$ cat src/rtl/xs128_pkg.sv
// Package: widths, seeding constants, microcode word type and the control program.
`default_nettype none
package xs128_pkg;

    localparam int unsigned WORD_W     = 32;
    localparam int unsigned WORD_COUNT = 4;
    localparam int unsigned IDX_W      = $clog2(WORD_COUNT);
    localparam int unsigned STEP_W     = 2;

    localparam logic [WORD_W-1:0] SEED_MULT     = 32'd1812433253;
    localparam int unsigned       SEED_SHIFT    = 30;
    localparam int unsigned       DRAW_SHL      = 11;
    localparam int unsigned       DRAW_SHR_LAST = 19;
    localparam int unsigned       DRAW_SHR_TMP  = 8;

    localparam logic OP_RESEED = 1'b0;
    localparam logic OP_DRAW   = 1'b1;

    localparam logic [STEP_W-1:0] STEP_DISPATCH = 2'd0;
    localparam logic [STEP_W-1:0] STEP_MUL      = 2'd1;
    localparam logic [STEP_W-1:0] STEP_ADD      = 2'd2;

    typedef struct packed {
        logic              dispatch;
        logic              mul;
        logic              add;
        logic [STEP_W-1:0] target;
        logic [STEP_W-1:0] next;
    } ucode_t;

    // Control program: dispatch waits for a transfer; a reseed runs MUL/ADD once per word.
    function automatic ucode_t ucode_rom(input logic [STEP_W-1:0] step);
        ucode_t w;
        w = '0;
        case (step)
            STEP_DISPATCH:
            begin
                w.dispatch = 1'b1;
                w.target   = STEP_MUL;
                w.next     = STEP_DISPATCH;
            end
            STEP_MUL:
            begin
                w.mul    = 1'b1;
                w.target = STEP_ADD;
                w.next   = STEP_ADD;
            end
            STEP_ADD:
            begin
                w.add    = 1'b1;
                w.target = STEP_MUL;
                w.next   = STEP_DISPATCH;
            end
            default:
            begin
                w.target = STEP_DISPATCH;
                w.next   = STEP_DISPATCH;
            end
        endcase
        return w;
    endfunction

endpackage
`default_nettype wire

$ cat src/rtl/xs128_in_if.sv
// Interface: request channel carrying operation and seed.
`default_nettype none
interface xs128_in_if;
    logic        valid;
    logic        ready;
    logic        operation;
    logic [31:0] seed;

    modport source (output valid, output operation, output seed, input ready);
    modport sink   (input valid, input operation, input seed, output ready);
endinterface
`default_nettype wire

$ cat src/rtl/xs128_out_if.sv
// Interface: result channel carrying one drawn value.
`default_nettype none
interface xs128_out_if;
    logic        valid;
    logic        ready;
    logic [31:0] value;

    modport source (output valid, output value, input ready);
    modport sink   (input valid, input value, output ready);
endinterface
`default_nettype wire

$ cat src/rtl/xorshift128_generator.sv
// Top level: microcoded xorshift128 generator with reseed sequencer and output register.
//
//  channel | modport | payload            | role
//  req     | sink    | operation, seed    | reseed or draw request
//  rsp     | source  | value              | drawn 32-bit number
//
// A draw is taken in the dispatch step and its value is registered for rsp
// in the same edge. A reseed runs the dispatch step, then a multiply step
// and an add step for each of the four words.
// After reset the sequencer runs the seed-zero program before req.ready rises.
// req.ready is low while a reseed runs or while a held result is not taken.
`default_nettype none
module xorshift128_generator (
    input  wire         clk,
    input  wire         rst_n,
    xs128_in_if.sink    req,
    xs128_out_if.source rsp
);
    import xs128_pkg::*;

    logic [STEP_W-1:0] step_reg, step_next;
    logic [IDX_W-1:0]  idx_reg, idx_next;
    logic [WORD_W-1:0] s_reg, s_next;
    logic [WORD_W-1:0] prod_reg;
    logic [WORD_W-1:0] w_reg [WORD_COUNT];
    logic [WORD_W-1:0] value_reg, value_next;
    logic              out_valid_reg, out_valid_next;

    ucode_t            uc;
    logic              accept;
    logic              take_branch;
    logic [WORD_W-1:0] mix;
    logic [WORD_W-1:0] sum;
    logic [WORD_W-1:0] t_word;
    logic [WORD_W-1:0] drawn;

    assign uc     = ucode_rom(step_reg);
    assign accept = req.valid && req.ready;

    assign req.ready = uc.dispatch && (!out_valid_reg || rsp.ready);
    assign rsp.valid = out_valid_reg;
    assign rsp.value = value_reg;

    assign mix    = s_reg ^ (s_reg >> SEED_SHIFT);
    assign sum    = prod_reg + WORD_W'(idx_reg);
    assign t_word = w_reg[0] ^ (w_reg[0] << DRAW_SHL);
    assign drawn  = (w_reg[3] ^ (w_reg[3] >> DRAW_SHR_LAST)) ^ (t_word ^ (t_word >> DRAW_SHR_TMP));

    always_comb
    begin
        if (uc.dispatch)
        begin
            take_branch = accept && (req.operation == OP_RESEED);
        end
        else
        begin
            take_branch = uc.mul || (idx_reg != '0);
        end
        step_next = take_branch ? uc.target : uc.next;

        idx_next = idx_reg;
        s_next   = s_reg;
        if (take_branch && uc.dispatch)
        begin
            idx_next = IDX_W'(WORD_COUNT - 1);
            s_next   = req.seed;
        end
        if (uc.add)
        begin
            idx_next = idx_reg - 1'b1;
            s_next   = sum;
        end

        out_valid_next = out_valid_reg && !rsp.ready;
        value_next     = value_reg;
        if (accept && (req.operation == OP_DRAW))
        begin
            out_valid_next = 1'b1;
            value_next     = drawn;
        end
    end

    always_ff @(posedge clk or negedge rst_n)
    begin
        if (!rst_n)
        begin
            step_reg      <= STEP_MUL;
            idx_reg       <= IDX_W'(WORD_COUNT - 1);
            s_reg         <= '0;
            out_valid_reg <= 1'b0;
        end
        else
        begin
            step_reg      <= step_next;
            idx_reg       <= idx_next;
            s_reg         <= s_next;
            out_valid_reg <= out_valid_next;
        end
    end

    always_ff @(posedge clk)
    begin
        value_reg <= value_next;
        if (uc.mul)
        begin
            prod_reg <= WORD_W'(SEED_MULT * mix);
        end
        if (uc.add)
        begin
            w_reg[idx_reg] <= sum;
        end
        else if (accept && (req.operation == OP_DRAW))
        begin
            w_reg[0] <= w_reg[1];
            w_reg[1] <= w_reg[2];
            w_reg[2] <= w_reg[3];
            w_reg[3] <= drawn;
        end
    end

endmodule
`default_nettype wire

$ cat src/flat_wrapper.sv
// flat-port wrapper written by rule: the top's interface ports become plain ports
module xorshift128_generator_flat import xs128_pkg::*;
  (clk, rst_n, req_valid, req_operation, req_seed, req_ready, rsp_valid, rsp_value, rsp_ready);
  xs128_in_if req_i ();
  xs128_out_if rsp_i ();
  input  wire clk;
  input  wire rst_n;
  input wire logic [$bits(req_i.valid)-1:0] req_valid;
  input wire logic [$bits(req_i.operation)-1:0] req_operation;
  input wire logic [$bits(req_i.seed)-1:0] req_seed;
  output wire logic [$bits(req_i.ready)-1:0] req_ready;
  output wire logic [$bits(rsp_i.valid)-1:0] rsp_valid;
  output wire logic [$bits(rsp_i.value)-1:0] rsp_value;
  input wire logic [$bits(rsp_i.ready)-1:0] rsp_ready;
  assign req_i.valid = req_valid;
  assign req_i.operation = req_operation;
  assign req_i.seed = req_seed;
  assign req_ready = req_i.ready;
  assign rsp_valid = rsp_i.valid;
  assign rsp_value = rsp_i.value;
  assign rsp_i.ready = rsp_ready;
  xorshift128_generator u_core (.clk(clk), .rst_n(rst_n), .req(req_i), .rsp(rsp_i));
endmodule
$ cat config.mk
export PLATFORM = sky130hd
export DESIGN_NAME = xorshift128_generator_flat
export DESIGN_NICKNAME = d
export VERILOG_FILES = /design/src/rtl/xs128_pkg.sv /design/src/rtl/xs128_in_if.sv /design/src/rtl/xs128_out_if.sv /design/src/rtl/xorshift128_generator.sv /design/src/flat_wrapper.sv
export SDC_FILE = /design/constraint.sdc
export NUM_CORES = 1
export LEC_CHECK = 0
export BUFFER_PORTS_ARGS = -buffer_cell sky130_fd_sc_hd__buf_2
export CAP_MARGIN = 0
export CELL_PAD_IN_SITES_DETAIL_PLACEMENT = 1
export CELL_PAD_IN_SITES_GLOBAL_PLACEMENT = 2
export CORE_MARGIN = 1.5
export CORE_UTILIZATION = 47
export DETAILED_ROUTE_END_ITERATION = 8
export PLACE_DENSITY_LB_ADDON = 0.1
export REMOVE_ABC_BUFFERS = 1
export SYNTH_ARGS = -nofsm -noshare
export SYNTH_HDL_FRONTEND = slang
export SYNTH_SLANG_ARGS = --single-unit
$ cat constraint.sdc
create_clock -name clk -period 19 [get_ports clk]
set_input_delay 3.8 -clock clk [delete_from_list [all_inputs] [get_ports clk]]
set_output_delay 3.8 -clock clk [all_outputs]
set_load 0.05 [all_outputs]
==> results by group <==
Route
  – Routed length per instance: 21.4 µm
  – DRT Pass-1 Iters: 5
  – Detailed-route vias per instance: 5.36
  – Met2 wire len: 22800 µm
  – Detail Route Antenna Nets: 0
  – Residual DRC: 0
  – Met3 WL: 1200 µm
  – M1 WL: 19100 µm
  – Top routing layer in use: met4
  – Vias: 11.1k
  – Post-Route WL: 44300 µm
  – First DRT Iteration DRCs: 477

Final layout
  – Most frequent cells in the layout: 250 x inv_1, 212 x ha_1, 192 x edfxtp_1
  – Layout cells sized above 1: 0.0981
  – Finished Cell Area: 19500 µm²
  – Reg area: 6700 µm²
  – Post-Layout Cell Count: 2071
  – Commonest non-fill, non-tap cell in the layout: inv_1
  – Multi-input logic area: 9910 µm²
  – Nets: 1979
  – Area delta synth->final: 10.7%
  – Fillcell total: 3843
  – Largest register FFs: 128

Worst setup path
  – Max incr delay on CP: 0.42 ns
  – CP dominant cell by count: buf_2
  – Critical path peak fanout: 3
  – Critical Path RT: 15.20 ns
  – CP bufs+invs: 2
  – Worst setup SP type: primary input
  – Crit path DAT: 4.70 ns
  – Worst Setup End Kind: output port
  – Crit-path cells: buf_2 -> nor2b_1 -> nor3_1 -> buf_2
  – WS Path Type: in -> out
  – Worst path slowest cell: nor3_1
  – CP delay by family, top: simple AND/OR/NAND/NOR gates

Synth
  – Post-Synthesis Cells: 1499
  – Seq/Total Area, Yosys: 0.380
  – Avg Synthesized Cell Area: 11.7 µm²
  – Largest cells by area after synthesis: edfxtp_1 33%, fa_1 17%, ha_1 15%
  – Area share of the largest cell type after synthesis: 0.328
  – Cell taking the most area after synthesis: edfxtp_1
  – Synth Flop Type: edfxtp_1
  – Synth unique cells: 59
  – Async SR Flop Fraction: 0.162
  – Yosys warnings: 0
  – Mapped Area: 17600 µm²
  – FF+latch count, synth: 229
  – EDFF count, synth: 192

Min path
  – Min-delay worst type: reg -> reg

Die
  – Die area: 38600 µm²
  – Die X-Extent: 197 µm
  – Row count: 70
  – Initial core utilization: 0.480
  – I/O pins: 71
  – Core box area: 36700 µm²
  – Die Y: 197 µm

Clock network
  – H-tree levels: 1
  – CTS tree: yes
  – Post-CTS Hold Fix Bufs: 0
  – PostCTS Resize Cnt: 0
  – Clk slew on worst S/H paths: 0.07 ns
  – Root Buffer Master: clkbuf_16
  – CTS sink count: 229
  – Worst-case clock buffer depth: 3
  – CTS buffer count: 24
  – Worst-Skew Late Latency: 0.52 ns
  – Post-CTS setup buffers: 0

Timing
  – Final Setup Violations: 0
  – Fin Setup TNS: 0 ns
  – Max Fclk: 118 MHz
  – Worst Max-Slew Pin Slew: 1.12 ns
  – Min cycle time layout: 8.50 ns
  – Final hold slack: 0.521 ns
  – Final hold violations: 0
  – Relative slew margins: 0.253
  – RSZ-0062 raised after global routing: no
  – Final Max Slew Viols: 0
  – Tcrit/Tclk final: 0.448
  – Clock Skew: 0.00889 ns

Place
  – Placer Congestion: 0.808
  – Placed cell areas: 18600 µm²
  – Port Buf Inserts: 70
  – Dpl cells: 2025
  – Post-DP HPWL: 34700 µm

GRT
  – GRT Util Overall: 0.238
  – First-pass GRT wire length: 69500 µm
  – Vias in the first global route: 12.3k
  – Initial antenna violation count: 1
  – Total grt overflow: 0
  – Largest net degree at the start of global routing: 84

Status
  – Outcome: finished, final reports clean

Job
  – Maxcap violations: 0
per-stage QoR:
stage,setup WS (ns),utilization
global route,10.45,0.531
detailed placement,10.51,0.508
global placement,10.55,0.508
floorplan,7.96,-
finish,10.50,0.531
CTS,10.50,0.531
cells by family (layout without fill, tap and decap cells):
group | count (synthesis) | count (layout) | share of synthesized area
DFF | 229 | 229 | 0.380
adders and majority gates | 359 | 359 | 0.318
other | 0 | 2 | 0
xor gates and xnor gates | 178 | 178 | 0.0886
and+or+nand+nor | 205 | 205 | 0.0569
buffers and inverters | 284 | 386 | 0.0607
AOI/OAI and AO/OA | 244 | 244 | 0.0957
worst reg2reg max path: stages (launching register included):
cell	delay [ns]
dfrtp_1	0.49
xor2_1	0.42
inv_1	0.16
xnor2_1	0.18
buf_4	0.19
ha_1	0.17
or2_2	0.30
ha_1	0.28
inv_1	0.05
fa_1	0.48
inv_1	0.04
ha_1	0.18
fa_1	0.46
fa_1	0.50
fa_1	0.49
inv_1	0.05
fa_1	0.47
inv_1	0.04
ha_1	0.35
a211oi_1	0.33
o21ai_0	0.20
nand2b_1	0.18
a21o_1	0.17
a21boi_1	0.19
a2111oi_0	0.47
nor3_1	0.09
area by class of cell:
type	count	share of cell area
antenna	2	0.000257
clock buffer	32	0.0345
clock inverter	12	0.00854
inverter	251	0.0484
multi-input combinational	986	0.509
sequential	229	0.344
tap	468	0.0301
timing repair buffer	91	0.0261
worst paths after layout:
path                                          from  cells past startpoint                  end  slack [ns]
worst max-delay path                     rsp_ready                      4            req_ready       10.50
worst min-delay path            u_core.w_reg[2][2]                      1   u_core.w_reg[1][2]        0.52
worst max register to register    u_core.s_reg[31]                     25  u_core.prod_reg[29]       11.80
worst min register to register  u_core.w_reg[2][2]                      1   u_core.w_reg[1][2]        0.52
max in group asynchronous                    rst_n                      1     u_core.s_reg[14]       14.92
min in group asynchronous                    rst_n                      1     u_core.s_reg[22]        3.44
cells in the mapped netlist, types with 9 or more instances:
| cell | instances |
|---|---|
| and3_1 | 9 |
| dfrtp_1 | 34 |
| nand3_1 | 17 |
| nor2_1 | 52 |
| xnor2_1 | 144 |
| clkbuf_1 | 29 |
| a22oi_1 | 11 |
| a21o_1 | 24 |
| nand2_1 | 76 |
| fa_1 | 147 |
| o21ai_0 | 37 |
| nand4_1 | 11 |
| inv_1 | 250 |
| xor2_1 | 34 |
| edfxtp_1 | 192 |
| ha_1 | 212 |
| o21a_1 | 94 |
| nor3_1 | 12 |
| o22ai_1 | 9 |
| a21oi_1 | 33 |
metal layers:
layer  vias to the layer above  GRT usage
met2                       146      0.437
met1                      5678      0.299
met3                        54     0.0202
met4                         0     0.0721
li1                       5224          -
met5                         -          0
Power is not shown: default switching activity piles up to over one toggle a cycle in this logic, so the estimate is an artifact.
